`src/design/ird_pkg.sv`:
```
package ird_pkg;

	// Table geometry.
	localparam int PROFILE_LEN  = 64;
	localparam int SENSOR_COUNT = 4;
	localparam int IDX_W        = $clog2(PROFILE_LEN);
	localparam int SIDX_W       = (SENSOR_COUNT > 1) ? $clog2(SENSOR_COUNT) : 1;
	localparam int ADDR_W       = $clog2(SENSOR_COUNT * PROFILE_LEN);
	localparam int PROF_DEPTH   = SENSOR_COUNT * PROFILE_LEN;
	localparam int LAST_SEG     = PROFILE_LEN - 2;

	// Field widths.
	localparam int FUNC_W  = 1;
	localparam int SEN_W   = 2;
	localparam int ENTRY_W = 6;
	localparam int LEVEL_W = 12;
	localparam int DIST_W  = 18;
	localparam int SEG_W   = 6;
	localparam int STAT_W  = 2;
	localparam int MPC_W   = 8;

	localparam logic [MPC_W-1:0] MPC_RESET = MPC_W'(5);

	// Arithmetic widths: the quotient is at most 16 * mm_per_cell.
	localparam int QUO_W  = MPC_W + 4;
	localparam int NUM_W  = MPC_W + LEVEL_W + 4;
	localparam int WIDE_W = IDX_W + 1 + MPC_W + 4 + 1;
	localparam logic [WIDE_W-1:0] DIST_MAX = WIDE_W'((1 << DIST_W) - 1);

	// Function codes.
	localparam logic [FUNC_W-1:0] FN_LOAD    = 1'b0;
	localparam logic [FUNC_W-1:0] FN_CONVERT = 1'b1;

	// Status codes.
	localparam logic [STAT_W-1:0] ST_OK   = 2'd0;
	localparam logic [STAT_W-1:0] ST_FAR  = 2'd1;
	localparam logic [STAT_W-1:0] ST_NEAR = 2'd2;
	localparam logic [STAT_W-1:0] ST_FLAT = 2'd3;

	// Command passed from the front end to the back end.
	typedef struct packed {
		logic               is_load;
		logic [SEN_W-1:0]   sensor;
		logic [IDX_W-1:0]   entry;
		logic [LEVEL_W-1:0] level;
	} cmd_t;

	// Saturate a wide distance to the output width.
	function automatic logic [DIST_W-1:0] sat_dist(input logic [WIDE_W-1:0] d);
		logic [DIST_W-1:0] r;
		if (d > DIST_MAX) begin
			r = '1;
		end else begin
			r = d[DIST_W-1:0];
		end
		return r;
	endfunction

endpackage

```
`src/design/ird_if.sv`:
```
// Sample and load channel.
interface ird_req_if;
	logic                         valid;
	logic                         ready;
	logic [ird_pkg::FUNC_W-1:0]   func;
	logic [ird_pkg::SEN_W-1:0]    sensor;
	logic [ird_pkg::ENTRY_W-1:0]  entry_index;
	logic [ird_pkg::LEVEL_W-1:0]  level;
	modport source (output valid, func, sensor, entry_index, level, input ready);
	modport sink (input valid, func, sensor, entry_index, level, output ready);
endinterface

// Result channel.
interface ird_rsp_if;
	logic                        valid;
	logic                        ready;
	logic [ird_pkg::SEN_W-1:0]   sensor_out;
	logic [ird_pkg::DIST_W-1:0]  distance;
	logic [ird_pkg::SEG_W-1:0]   segment;
	logic [ird_pkg::STAT_W-1:0]  status;
	modport source (output valid, sensor_out, distance, segment, status, input ready);
	modport sink (input valid, sensor_out, distance, segment, status, output ready);
endinterface

// Register write channel.
interface ird_cfg_if;
	logic                       valid;
	logic                       ready;
	logic [ird_pkg::MPC_W-1:0]  data;
	modport source (output valid, data, input ready);
	modport sink (input valid, data, output ready);
endinterface

```
`src/design/ir_distance_linearizer_top.sv`:
```
// IR distance linearizer.
// The req channel takes two kinds of transaction: func 0 loads one level into a
// sensor's calibration profile, func 1 converts a sample into a distance. Only
// conversions produce a transaction on the rsp channel, in arrival order.
// The cfg channel writes mm_per_cell; it is always ready and takes effect at
// once, so write it only while no conversion is in flight.
// Every transaction passes the holding stage and the queue; a load is written
// when the back end takes it, and a sample equal to the sensor's previous one
// goes straight to the result. Any other sample walks k segments, each one
// memory read and one compare. A sample that lands inside a segment then takes
// a 12-bit bit-serial division and a sum; a clamped, flat or out-of-range
// outcome skips the division.
// The back end works one transaction at a time and takes the next one from the
// queue only in its idle state, which a conversion reaches after offering a result.
// A holding stage and a two-entry queue sit in front of the back end, so the
// req side keeps accepting while a result waits on rsp; once they fill while
// rsp stalls, the back end holds its result and req.ready falls.
// Reset clears the tracking state of every sensor (segment at the far end,
// previous sample and result zero) and sets mm_per_cell to 5. Profile contents
// are not cleared and must be loaded before use.
module ir_distance_linearizer_top (
	input  logic     clk,
	input  logic     arst_n,
	ird_req_if.sink  req,
	ird_rsp_if.source rsp,
	ird_cfg_if.sink  cfg
);

	logic [ird_pkg::MPC_W-1:0] mm_per_cell_q;
	logic                      push;
	ird_pkg::cmd_t             push_cmd;
	logic                      fifo_full;
	logic                      pop;
	ird_pkg::cmd_t             pop_cmd;
	logic                      fifo_empty;

	// Cell size register.
	assign cfg.ready = 1'b1;

	always_ff @(posedge clk or negedge arst_n) begin
		if (!arst_n) begin
			mm_per_cell_q <= ird_pkg::MPC_RESET;
		end else if (cfg.valid && cfg.ready) begin
			mm_per_cell_q <= cfg.data;
		end
	end

	ird_front u_front (
		.clk       (clk),
		.arst_n    (arst_n),
		.req       (req),
		.fifo_full (fifo_full),
		.push      (push),
		.push_cmd  (push_cmd)
	);

	ird_fifo u_fifo (
		.clk      (clk),
		.arst_n   (arst_n),
		.push     (push),
		.push_cmd (push_cmd),
		.full     (fifo_full),
		.pop      (pop),
		.pop_cmd  (pop_cmd),
		.empty    (fifo_empty)
	);

	ird_back u_back (
		.clk         (clk),
		.arst_n      (arst_n),
		.mm_per_cell (mm_per_cell_q),
		.empty       (fifo_empty),
		.pop_cmd     (pop_cmd),
		.pop         (pop),
		.rsp         (rsp)
	);

endmodule

```
`src/design/ird_front.sv`:
```
module ird_front (
	input  logic             clk,
	input  logic             arst_n,
	ird_req_if.sink          req,
	input  logic             fifo_full,
	output logic             push,
	output ird_pkg::cmd_t    push_cmd
);

	ird_pkg::cmd_t cmd_s1;
	logic          v_s1;
	logic          accept;
	logic          keep;
	logic          sensor_ok;
	logic          entry_ok;

	// Drop transactions for absent sensors and loads beyond the table.
	assign sensor_ok = (32'(req.sensor) < ird_pkg::SENSOR_COUNT);
	assign entry_ok  = (32'(req.entry_index) < ird_pkg::PROFILE_LEN);
	assign keep      = sensor_ok && ((req.func == ird_pkg::FN_CONVERT) || entry_ok);

	assign req.ready = !v_s1 || !fifo_full;
	assign accept    = req.valid && req.ready;
	assign push      = v_s1 && !fifo_full;
	assign push_cmd  = cmd_s1;

	// Holding stage in front of the queue.
	always_ff @(posedge clk or negedge arst_n) begin
		if (!arst_n) begin
			v_s1 <= 1'b0;
		end else begin
			v_s1 <= (v_s1 && fifo_full) || (accept && keep);
		end
	end

	always_ff @(posedge clk) begin
		if (accept) begin
			cmd_s1.is_load <= (req.func == ird_pkg::FN_LOAD);
			cmd_s1.sensor  <= req.sensor;
			cmd_s1.entry   <= ird_pkg::IDX_W'(req.entry_index);
			cmd_s1.level   <= req.level;
		end
	end

endmodule

```
`src/design/ird_fifo.sv`:
```
module ird_fifo (
	input  logic             clk,
	input  logic             arst_n,
	input  logic             push,
	input  ird_pkg::cmd_t    push_cmd,
	output logic             full,
	input  logic             pop,
	output ird_pkg::cmd_t    pop_cmd,
	output logic             empty
);

	ird_pkg::cmd_t slot_q [2];
	logic          wr_q;
	logic          rd_q;
	logic [1:0]    cnt_q;

	assign full    = (cnt_q == 2'd2);
	assign empty   = (cnt_q == 2'd0);
	assign pop_cmd = slot_q[rd_q];

	// Two-entry circular queue.
	always_ff @(posedge clk or negedge arst_n) begin
		if (!arst_n) begin
			wr_q  <= 1'b0;
			rd_q  <= 1'b0;
			cnt_q <= 2'd0;
		end else begin
			if (push) begin
				wr_q <= !wr_q;
			end
			if (pop) begin
				rd_q <= !rd_q;
			end
			cnt_q <= cnt_q + 2'(push) - 2'(pop);
		end
	end

	always_ff @(posedge clk) begin
		if (push) begin
			slot_q[wr_q] <= push_cmd;
		end
	end

endmodule

```
`src/design/ird_back.sv`:
```
module ird_back (
	input  logic                        clk,
	input  logic                        arst_n,
	input  logic [ird_pkg::MPC_W-1:0]   mm_per_cell,
	input  logic                        empty,
	input  ird_pkg::cmd_t               pop_cmd,
	output logic                        pop,
	ird_rsp_if.source                   rsp
);

	typedef enum logic [5:0] {
		S_IDLE  = 6'b000001,
		S_READ  = 6'b000010,
		S_CHECK = 6'b000100,
		S_DIV   = 6'b001000,
		S_SUM   = 6'b010000,
		S_EMIT  = 6'b100000
	} state_t;

	localparam int CNT_W = $clog2(ird_pkg::QUO_W + 1);

	state_t state_q;

	// Per-sensor tracking state.
	logic [ird_pkg::IDX_W-1:0]   seg_q      [ird_pkg::SENSOR_COUNT];
	logic [ird_pkg::LEVEL_W-1:0] lastlvl_q  [ird_pkg::SENSOR_COUNT];
	logic [ird_pkg::DIST_W-1:0]  lastdist_q [ird_pkg::SENSOR_COUNT];
	logic [ird_pkg::STAT_W-1:0]  laststat_q [ird_pkg::SENSOR_COUNT];

	// Profile memory.
	logic [ird_pkg::LEVEL_W-1:0] mem [ird_pkg::PROF_DEPTH];
	logic [ird_pkg::LEVEL_W-1:0] ya_q;
	logic [ird_pkg::LEVEL_W-1:0] yb_q;

	// Working registers of the current sample.
	logic [ird_pkg::SEN_W-1:0]   sen_q;
	logic [ird_pkg::LEVEL_W-1:0] x_q;
	logic [ird_pkg::IDX_W-1:0]   idx_q;
	logic                        down_q;
	logic                        upd_q;
	logic [ird_pkg::WIDE_W-1:0]  base_q;
	logic [ird_pkg::LEVEL_W-1:0] den_q;
	logic [ird_pkg::LEVEL_W-1:0] rem_q;
	logic [ird_pkg::QUO_W-1:0]   low_q;
	logic [CNT_W-1:0]            cnt_q;
	logic [ird_pkg::DIST_W-1:0]  res_dist_q;
	logic [ird_pkg::STAT_W-1:0]  res_stat_q;

	logic [ird_pkg::SIDX_W-1:0]  cs;
	logic [ird_pkg::SIDX_W-1:0]  ws;
	logic [ird_pkg::ADDR_W-1:0]  sbase;
	logic [ird_pkg::ADDR_W-1:0]  rd0;
	logic [ird_pkg::ADDR_W-1:0]  rd1;
	logic [ird_pkg::ADDR_W-1:0]  wr_addr;
	logic                        wr_en;
	logic                        bracket;
	logic                        at_end;
	logic [ird_pkg::WIDE_W-1:0]  base_now;
	logic [ird_pkg::WIDE_W-1:0]  cell_len;
	logic [ird_pkg::NUM_W-1:0]   num;
	logic [ird_pkg::LEVEL_W:0]   trial;
	logic                        qbit;
	logic                        out_free;
	logic                        emit;

	assign cs  = ird_pkg::SIDX_W'(pop_cmd.sensor);
	assign ws  = ird_pkg::SIDX_W'(sen_q);

	// Memory addresses: sensor row plus entry.
	assign sbase   = ird_pkg::ADDR_W'(ird_pkg::ADDR_W'(sen_q)
		* ird_pkg::ADDR_W'(ird_pkg::PROFILE_LEN));
	assign rd0     = sbase + ird_pkg::ADDR_W'(idx_q);
	assign rd1     = sbase + ird_pkg::ADDR_W'(idx_q) + ird_pkg::ADDR_W'(1);
	assign wr_addr = ird_pkg::ADDR_W'(ird_pkg::ADDR_W'(pop_cmd.sensor)
		* ird_pkg::ADDR_W'(ird_pkg::PROFILE_LEN)) + ird_pkg::ADDR_W'(pop_cmd.entry);

	assign pop   = (state_q == S_IDLE) && !empty;
	assign wr_en = pop && pop_cmd.is_load;

	always_ff @(posedge clk) begin
		if (wr_en) begin
			mem[wr_addr] <= pop_cmd.level;
		end
		ya_q <= mem[rd0];
		yb_q <= mem[rd1];
	end

	// Walk test and segment arithmetic.
	assign bracket  = !((x_q > ya_q) || (x_q < yb_q));
	assign at_end   = down_q ? (idx_q == '0)
		: (32'(idx_q) >= ird_pkg::LAST_SEG);
	assign cell_len = ird_pkg::WIDE_W'({mm_per_cell, 4'b0000});
	assign base_now = ird_pkg::WIDE_W'(ird_pkg::WIDE_W'(idx_q) * cell_len);
	assign num      = ird_pkg::NUM_W'({ird_pkg::NUM_W'(mm_per_cell
		* (ya_q - x_q)), 4'b0000});

	// One restoring division step.
	assign trial = {rem_q, low_q[ird_pkg::QUO_W-1]};
	assign qbit  = (trial >= {1'b0, den_q});

	assign out_free = !rsp.valid || rsp.ready;
	assign emit     = (state_q == S_EMIT) && out_free;

	always_ff @(posedge clk or negedge arst_n) begin
		if (!arst_n) begin
			state_q <= S_IDLE;
			for (int i = 0; i < ird_pkg::SENSOR_COUNT; i++) begin
				seg_q[i]      <= ird_pkg::IDX_W'(ird_pkg::LAST_SEG);
				lastlvl_q[i]  <= '0;
				lastdist_q[i] <= '0;
				laststat_q[i] <= ird_pkg::ST_OK;
			end
			rsp.valid <= 1'b0;
		end else begin
			// Offer a new result, or drop the one just taken.
			if (emit) begin
				rsp.valid <= 1'b1;
			end else if (rsp.valid && rsp.ready) begin
				rsp.valid <= 1'b0;
			end
			unique case (state_q)
				S_IDLE: begin
					if (pop && !pop_cmd.is_load) begin
						if (pop_cmd.level == lastlvl_q[cs]) begin
							state_q <= S_EMIT;
						end else begin
							state_q <= S_READ;
						end
					end
				end
				S_READ: begin
					state_q <= S_CHECK;
				end
				S_CHECK: begin
					if (bracket || at_end) begin
						if ((ya_q > yb_q) && bracket) begin
							state_q <= S_DIV;
						end else begin
							state_q <= S_EMIT;
						end
					end else begin
						state_q <= S_READ;
					end
				end
				S_DIV: begin
					if (cnt_q == CNT_W'(1)) begin
						state_q <= S_SUM;
					end
				end
				S_SUM: begin
					state_q <= S_EMIT;
				end
				S_EMIT: begin
					if (out_free) begin
						state_q   <= S_IDLE;
						if (upd_q) begin
							seg_q[ws]      <= idx_q;
							lastlvl_q[ws]  <= x_q;
							lastdist_q[ws] <= res_dist_q;
							laststat_q[ws] <= res_stat_q;
						end
					end
				end
				default: begin
					state_q <= S_IDLE;
				end
			endcase
		end
	end

	// Datapath registers.
	always_ff @(posedge clk) begin
		unique case (state_q)
			S_IDLE: begin
				sen_q  <= pop_cmd.sensor;
				x_q    <= pop_cmd.level;
				idx_q  <= seg_q[cs];
				down_q <= pop_cmd.level > lastlvl_q[cs];
				upd_q  <= (pop_cmd.level != lastlvl_q[cs]);
				res_dist_q <= lastdist_q[cs];
				res_stat_q <= laststat_q[cs];
			end
			S_READ: begin
			end
			S_CHECK: begin
				if (bracket || at_end) begin
					base_q <= base_now;
					den_q  <= ya_q - yb_q;
					rem_q  <= num[ird_pkg::NUM_W-1:ird_pkg::QUO_W];
					low_q  <= num[ird_pkg::QUO_W-1:0];
					cnt_q  <= CNT_W'(ird_pkg::QUO_W);
					if (ya_q <= yb_q) begin
						res_stat_q <= ird_pkg::ST_FLAT;
						res_dist_q <= ird_pkg::sat_dist(base_now);
					end else if (x_q > ya_q) begin
						res_stat_q <= ird_pkg::ST_NEAR;
						res_dist_q <= ird_pkg::sat_dist(base_now);
					end else if (x_q < yb_q) begin
						res_stat_q <= ird_pkg::ST_FAR;
						res_dist_q <= ird_pkg::sat_dist(base_now + cell_len);
					end else begin
						res_stat_q <= ird_pkg::ST_OK;
					end
				end else if (down_q) begin
					idx_q <= idx_q - ird_pkg::IDX_W'(1);
				end else begin
					idx_q <= idx_q + ird_pkg::IDX_W'(1);
				end
			end
			S_DIV: begin
				rem_q <= qbit ? ird_pkg::LEVEL_W'(trial - {1'b0, den_q})
					: trial[ird_pkg::LEVEL_W-1:0];
				low_q <= {low_q[ird_pkg::QUO_W-2:0], qbit};
				cnt_q <= cnt_q - CNT_W'(1);
			end
			S_SUM: begin
				res_dist_q <= ird_pkg::sat_dist(base_q + ird_pkg::WIDE_W'(low_q));
			end
			S_EMIT: begin
			end
			default: begin
			end
		endcase
	end

	// Result register.
	always_ff @(posedge clk) begin
		if (emit) begin
			rsp.sensor_out <= sen_q;
			rsp.distance   <= res_dist_q;
			rsp.segment    <= ird_pkg::SEG_W'(upd_q ? idx_q : seg_q[ws]);
			rsp.status     <= res_stat_q;
		end
	end

endmodule

```
`src/flat_wrapper.sv`:
```
// flat-port wrapper written by rule: the top's interface ports become plain ports
module ir_distance_linearizer_top_flat 
  (clk, arst_n, req_valid, req_func, req_sensor, req_entry_index, req_level, req_ready, rsp_valid, rsp_sensor_out, rsp_distance, rsp_segment, rsp_status, rsp_ready, cfg_valid, cfg_data, cfg_ready);
  ird_req_if req_i ();
  ird_rsp_if rsp_i ();
  ird_cfg_if cfg_i ();
  input  logic clk;
  input  logic arst_n;
  input wire logic [$bits(req_i.valid)-1:0] req_valid;
  input wire logic [$bits(req_i.func)-1:0] req_func;
  input wire logic [$bits(req_i.sensor)-1:0] req_sensor;
  input wire logic [$bits(req_i.entry_index)-1:0] req_entry_index;
  input wire logic [$bits(req_i.level)-1:0] req_level;
  output wire logic [$bits(req_i.ready)-1:0] req_ready;
  output wire logic [$bits(rsp_i.valid)-1:0] rsp_valid;
  output wire logic [$bits(rsp_i.sensor_out)-1:0] rsp_sensor_out;
  output wire logic [$bits(rsp_i.distance)-1:0] rsp_distance;
  output wire logic [$bits(rsp_i.segment)-1:0] rsp_segment;
  output wire logic [$bits(rsp_i.status)-1:0] rsp_status;
  input wire logic [$bits(rsp_i.ready)-1:0] rsp_ready;
  input wire logic [$bits(cfg_i.valid)-1:0] cfg_valid;
  input wire logic [$bits(cfg_i.data)-1:0] cfg_data;
  output wire logic [$bits(cfg_i.ready)-1:0] cfg_ready;
  assign req_i.valid = req_valid;
  assign req_i.func = req_func;
  assign req_i.sensor = req_sensor;
  assign req_i.entry_index = req_entry_index;
  assign req_i.level = req_level;
  assign req_ready = req_i.ready;
  assign rsp_valid = rsp_i.valid;
  assign rsp_sensor_out = rsp_i.sensor_out;
  assign rsp_distance = rsp_i.distance;
  assign rsp_segment = rsp_i.segment;
  assign rsp_status = rsp_i.status;
  assign rsp_i.ready = rsp_ready;
  assign cfg_i.valid = cfg_valid;
  assign cfg_i.data = cfg_data;
  assign cfg_ready = cfg_i.ready;
  ir_distance_linearizer_top u_core (.clk(clk), .arst_n(arst_n), .req(req_i), .rsp(rsp_i), .cfg(cfg_i));
endmodule
```
`config.mk`:
```
export PLATFORM = sky130hd
export DESIGN_NAME = ir_distance_linearizer_top_flat
export DESIGN_NICKNAME = d
export VERILOG_FILES = /design/src/design/ird_pkg.sv /design/src/design/ird_if.sv /design/src/design/ir_distance_linearizer_top.sv /design/src/design/ird_front.sv /design/src/design/ird_fifo.sv /design/src/design/ird_back.sv /design/src/flat_wrapper.sv
export SDC_FILE = /design/constraint.sdc
export NUM_CORES = 2
export LEC_CHECK = 0
export ABC_CLOCK_PERIOD_IN_PS = 9800
export BUFFER_PORTS_ARGS = -buffer_cell sky130_fd_sc_hd__buf_2
export CORE_ASPECT_RATIO = 0.9
export CORE_MARGIN = 2
export CORE_UTILIZATION = 32
export CTS_BUF_LIST = sky130_fd_sc_hd__clkbuf_2 sky130_fd_sc_hd__clkbuf_4 sky130_fd_sc_hd__clkbuf_8
export DETAILED_ROUTE_END_ITERATION = 16
export GPL_ROUTABILITY_DRIVEN = 0
export SLEW_MARGIN = 30
export SYNTH_ARGS = -nofsm -noshare
export SYNTH_HDL_FRONTEND = slang
export SYNTH_HIERARCHICAL = 1
export SYNTH_SLANG_ARGS = --single-unit
```
`constraint.sdc`:
```
create_clock -name clk -period 9.8 [get_ports clk]
set_input_delay 1.96 -clock clk [delete_from_list [all_inputs] [get_ports clk]]
set_output_delay 1.96 -clock clk [all_outputs]
set_load 0.02 [all_outputs]
```
**Yosys cells after proc, flatten, opt, wreduce, memory -nomap -nowiden**

Memories as Yosys holds them, arrays and structs flattened. A register that Yosys moved wholly into a read port is not among the register bits.
Cells that the tools add are included.

- Muxes and demuxes: 65
- Bitwise logic cells: 3
- Add/subtract/negate cells: 13
- Reductions and logical operators: 36
- Eq/ne operators: 16
- Multiply operators: 2
- $lt $le $gt $ge: 13

Operators by type and width:

| cell | count |
|---|---|
| 2-to-1 mux 18 bit | 10 |
| 2-to-1 mux 6 bit | 14 |
| bitwise mux 72 bit | 1 |
| 2-to-1 mux 12 bit | 6 |
| case mux 18 bit (3 select lines) | 1 |
| bitwise mux 48 bit | 1 |
| case mux 12 bit (2 select lines) | 2 |
| binary-select mux 18 bit (select 2 bit) | 1 |
| demux 18 bit (select 2 bit) | 1 |
| > comparator 12 bit | 3 |
| case mux 6 bit (6 select lines) | 1 |
| binary-select mux 12 bit (select 2 bit) | 1 |
| binary-select mux 6 bit (select 2 bit) | 2 |
| bitwise mux 24 bit | 1 |
| demux 12 bit (select 2 bit) | 1 |
| subtractor 12 bit | 2 |
| adder 20 x 12 -> 20 bit | 1 |
| > comparator 20 x 18 -> 1 bit (second input constant) | 1 |
| multiplier 9 x 13 -> 20 bit | 1 |
| adder 18 x 12 -> 19 bit | 1 |
| > comparator 19 x 18 -> 1 bit (second input constant) | 1 |
| > comparator 18 bit (second input constant) | 1 |
| adder 8 x 6 -> 8 bit | 2 |
| multiplier 6 x 8 -> 14 bit | 1 |
| other kinds (47) | 91 |

- Memories: 2
- Logic and storage cells: 193
- Output and inout bits: 31
- Input bits: 34
- Memory bits (writable): 3114
- Register bits after elaboration: 319

Memories:

| memory | words | width | read ports | clocked after memory_dff | wr ports | RTL line | text |
|---|---|---|---|---|---|---|---|
| u_core.u_back.mem | 256 | 12 | 2 | 2 | 1 | ird_back.sv:31 | `logic [ird_pkg::LEVEL_W-1:0] mem [ird_pkg::PROF_DEPTH];` |
| u_core.u_fifo.slot_q | 2 | 21 | 1 | 0 | 1 | ird_fifo.sv:12 | `ird_pkg::cmd_t slot_q [2];` |

**Depth between registers and ports, before layout**

- Depth in word-level cells: 9
- Gate-level depth with buffers: 27
- Mapped depth without buffers: 26

**Cells and area by module**

Netlist, hierarchy kept.

By module, submodules not included:

| module | instances | area each (µm²) | seq. area each (µm²) | cells an instance |
|---|---|---|---|---|
| ird_back | 1 | 163090.2 | 100457.6 | 8436 |
| ird_fifo | 1 | 1716.6 | 1361.3 | 80 |
| ird_front | 1 | 685.7 | 655.6 | 27 |
| ir_distance_linearizer_top | 1 | 345.3 | 202.7 | 19 |

**Worst setup path before layout**

Ideal clock, no wire load.

- Kind: register to register
- Start: register u_core/u_back/x_q[1] (netlist name)
- End: register u_core/u_back/rem_q[11] (netlist name) (data pin)
- Setup time: 0.271 ns
- Arrival time: 5.927 ns
- Clock period less this slack: 6.198 ns
- Buffers on the path: 0
- Data required time: 9.529 ns
- Cell stages (with the launch flop): 25
- Setup slack: 3.602 ns
- Cell sequence: edfxtp_1 > inv_1 > ha_1 > nor2b_1 > o31a_1 > o41a_1 > a211o_1 > a21oi_1 > xnor2_1 > nand2_1 > fa_1 > inv_1 > fa_1 > fa_1 > inv_1 > fa_1 > inv_1 > ha_1 > and2_1 > o21ai_0 > o31ai_1 > o41ai_1 > o21ai_0 > xor2_1 > o22ai_1

- Longest elaborated chain between the ends: 4

RTL lines:

| element | RTL line | text |
|---|---|---|
| start, declared | ird_back.sv:37 | `logic [ird_pkg::LEVEL_W-1:0] x_q;` |
| start signal, assigned | ird_back.sv:176 | `x_q <= pop_cmd.level;` |
| subtractor 12 x 12 -> 13 bit | ird_back.sv:95 | `* (ya_q - x_q)), 4'b0000});` |
| multiplier 9 x 13 -> 20 bit | ird_back.sv:95 |  |
| 2-to-1 mux 12 bit | ird_back.sv:186 | `if (bracket \|\| at_end) begin` |
| case mux 12 bit (2 select lines) | ird_back.sv:173 | `unique case (state_q)` |
| end signal, assigned | ird_back.sv:189 | `rem_q <= num[ird_pkg::NUM_W-1:ird_pkg::QUO_W];` |
| end signal, assigned | ird_back.sv:211 | `rem_q <= qbit ? ird_pkg::LEVEL_W'(trial - {1'b0, den_q})` |
| end, declared | ird_back.sv:43 | `logic [ird_pkg::LEVEL_W-1:0] rem_q;` |

No other way between the ends. The select of a mux whose other input is x is not followed.
A chain may end at the register's enable or synchronous reset.

**Worst setup path in the final report**

- Start: register u_core/u_back/x_q[1] (netlist name)
- End: register u_core/u_back/rem_q[9] (netlist name) (data pin)

Same word-level chain as after synthesis.

==> results.py <==
metrics = {
    "synth": {
        "syn_inst": 8562,
        "synth_top_flop_cell": "edfxtp_1",
        "async_flop_share": 0.0498,
        "synth_area_sq_um": 166000,
        "synth_seq_area_share": 0.619,
        "synth_top_area_frac": 0.590,
        "ys_seq_elements": 3455,
        "yosysMostFrequentCell": "edfxtp_1",
        "yosys.area.top_type": "edfxtp_1",
        "synth_cell_types": 75,
        "synth-edff-count": 3259,
        "synth_commonest_cells": "3,259 x edfxtp_1, 1,795 x mux4_2, 333 x nor2_1",
        "syn-num-nets": 8852,
        "ys_warn_count": 6,
        "avgSynthCellArea_sq_um": 19.4,
        "synth.area.top_cells": "edfxtp_1 59%, mux4_2 24%, dfrtp_1 2.2%",
    },
    "route": {
        "drt_iter0_drc": 13255,
        "via_count": 95837,
        "post_drt_wl_per_cell_microns": 32.0,
        "drc": 0,
        "routed_wl_microns": 520000,
        "dr.pass1.iters": 6,
        "post_drt_via_cell_ratio": 5.90,
        "ant_nets": 0,
    },
    "clock_tree": {
        "cts_buffers": 564,
        "cts-resized-gates": 0,
        "cts_buffer_depth": 4,
        "cts_tree": "built",
        "cts_hold_buf": 0,
        "cts.htree.levels": 6,
        "cts_root_buf": "clkbuf_8",
        "clk_pin_slew_ns": 0.06,
        "cts.sinks": 3455,
        "clock_latency_ns": 1.31,
        "postCtsSetupRepairBufs": 0,
    },
    "setup_path": {
        "r2r_start": "u_core/u_back/x_q[1]",
        "crit_type": "reg -> reg",
        "cpPeakStageDelay_ns": 0.63,
        "crit_path_start_kind": "flip-flop",
        "crit_fanout": 8,
        "crit_slowest_cell": "o41ai_1",
        "reg2reg_setup_slack_ns": 2.62,
        "worstRegToRegCells": 24,
        "crit_family": "adder cells",
        "path_buf_inv": 4,
        "endpoint_kind": "flip-flop",
        "worstPathCellList": "inv_1, ha_1, nor2b_1, o31a_1, o41a_1, nor2_1, o21ai_0, xnor2_1, nand2_1, fa_1, inv_1, fa_1, fa_1, inv_1, fa_1, inv_1, ha_1, and2_1, o21ai_0, o31ai_1, o41ai_1, o21ai_0, xnor2_1, mux2i_1",
        "worstPathArrival_ns": 8.14,
        "r2r-end": "u_core/u_back/rem_q[9]",
        "cp.required_ns": 10.76,
    },
    "grt": {
        "grt_first_pass_wirelength_microns": 732000,
        "antenna_found_initial": 40,
        "grt_max_degree": 191,
        "grt-ovfl-total": 0,
        "grt_usage": 0.193,
        "grt_pass1_vias": 96569,
    },
    "die": {
        "ios": 65,
        "die_area_sq_um": 524000,
        "core_area_sq_um": 515000,
        "num_rows": 250,
        "die_h_microns": 687,
        "start_util": 0.322,
        "die_w_microns": 763,
    },
    "run_status": {
        "status": "finished clean",
    },
    "min_path": {
        "hold_path.class": "reg -> reg",
        "hold_depth": 2,
        "hold_end": "u_core/u_back/lastlvl_q[1]",
        "worstHoldStart": "u_core/u_back/lastlvl_q[1]",
    },
    "timing": {
        "grt_setup_unrepaired": "no",
        "fin_tns_setup_ns": 0,
        "max_slew_margin": 0.264,
        "worst_clock_skew_ns": 0.0923,
        "max_freq_mhz": 139,
        "worst_pin_slew_ns": 1.10,
        "min_period_ns": 7.18,
        "setup_viol": 0,
        "drv_slew": 0,
        "hold_viol": 0,
        "timing.final.crit_share": 0.733,
        "whs_ns": 0.485,
    },
    "final_layout": {
        "nets": 9274,
        "num-fill-cells": 47093,
        "fin_cells": 16242,
        "syn2layout_area_growth_pct": 12.8,
        "drive_gt1_frac": 0.365,
        "design_area_sq_um": 187000,
    },
    "placement": {
        "placed_area_sq_um": 176000,
        "port_buffers": 63,
        "place_inst": 15216,
        "dp_hpwl_microns": 317000,
    },
    "run": {
        "maxCapViolations": 0,
    },
}
[cells in the final DEF, fill, tap and decap left out, types with 161 or more instances in the layout]
cell,n
mux4_2,1795
nand2_1,204
a21oi_1,180
o21ai_0,161
mux2i_1,317
edfxtp_1,3259
clkbuf_4,189
nor2_1,307
clkbuf_8,581
buf_4,365
inv_1,229
[layer usage]
layer | GRT usage | routed length (microns) | vias up
li1 | - | - | 37149
met5 | 0 | 167 | -
met2 | 0.299 | 237000 | 5814
met1 | 0.261 | 202000 | 51755
met4 | 0.0780 | 23400 | 24
met3 | 0.0503 | 56800 | 1095
[worst register-to-register path, cell delays in order (launching register included)]
cell	delay (ns)
edfxtp_1	0.49
inv_1	0.13
ha_1	0.23
nor2b_1	0.14
o31a_1	0.29
o41a_1	0.38
nor2_1	0.20
o21ai_0	0.17
xnor2_1	0.58
nand2_1	0.17
fa_1	0.52
inv_1	0.06
fa_1	0.49
fa_1	0.57
inv_1	0.05
fa_1	0.48
inv_1	0.04
ha_1	0.33
and2_1	0.18
o21ai_0	0.14
o31ai_1	0.13
o41ai_1	0.63
o21ai_0	0.24
xnor2_1	0.20
mux2i_1	0.09
[layout make-up]
cell class	count	area, sq um	share of cell area
Antenna cell	18	45.0	0.000241
Clock buffer	770	9420	0.0503
Clock inverter	232	1750	0.00933
Inverter	230	871	0.00465
Multi-Input combinational cell	4257	60000	0.320
Sequential cell	3455	103000	0.549
Tap cell	6804	8510	0.0455
Timing Repair Buffer	476	3910	0.0209
[flip-flops by register name (all words and copies together), names as in the netlist, 8 cells and up]
| register | flops |
|---|---|
| u_core/u_back/yb_q | 12 |
| u_core/u_back/lastdist_q | 72 |
| u_core/u_back/res_dist_q | 18 |
| u_core/u_back/lastlvl_q | 48 |
| u_core/u_front/push_cmd | 21 |
| u_core/u_back/laststat_q | 8 |
| u_core/u_back/base_q | 14 |
| u_core/u_back/den_q | 12 |
| u_core/u_fifo/slot_q | 42 |
| u_core/mm_per_cell_q | 8 |
| u_core/u_back/rem_q | 12 |
| u_core/u_back/rsp.distance | 18 |
| u_core/u_back/mem | 3072 |
| u_core/u_back/ya_q | 12 |
| u_core/u_back/low_q | 12 |
| u_core/u_back/seg_q | 24 |
| u_core/u_back/x_q | 12 |
[per-stage QoR]
stage / utilization / worst slack (ns)
floorplan: - / 3.60
global placement: 0.341 / 2.59
detailed placement: 0.341 / 2.67
CTS: 0.363 / 2.65
global route: 0.363 / 2.24
finish: 0.363 / 2.62
[cells by family after synthesis]
logic type,Yosys count,synth area share
AOI/OAI and AO/OA,782,0.0308
xor gates and xnor gates,80,0.00432
adders and majority gates,256,0.0243
buffers and inverters,850,0.0227
DFF,3455,0.619
muxes,2292,0.275
other,1,0.0000226
and+or+nand+nor,846,0.0235
[worst max-delay path by stage]
stage	slack, ns	to	cells after the start	start
finish	2.62	u_core/u_back/rem_q[9]	24	u_core/u_back/x_q[1]
global route	2.24	u_core/u_back/rem_q[9]	24	u_core/u_back/x_q[1]
CTS	2.65	u_core/u_back/rem_q[9]	24	u_core/u_back/x_q[1]
detailed placement	2.67	u_core/u_back/rem_q[9]	24	u_core/u_back/x_q[1]
global placement	2.59	u_core/u_back/rem_q[11]	24	u_core/u_back/x_q[1]
floorplan	3.60	u_core/u_back/rem_q[11]	24	u_core/u_back/x_q[1]
Power is not shown: default switching activity piles up to over one toggle a cycle in this logic, so the estimate is an artifact.
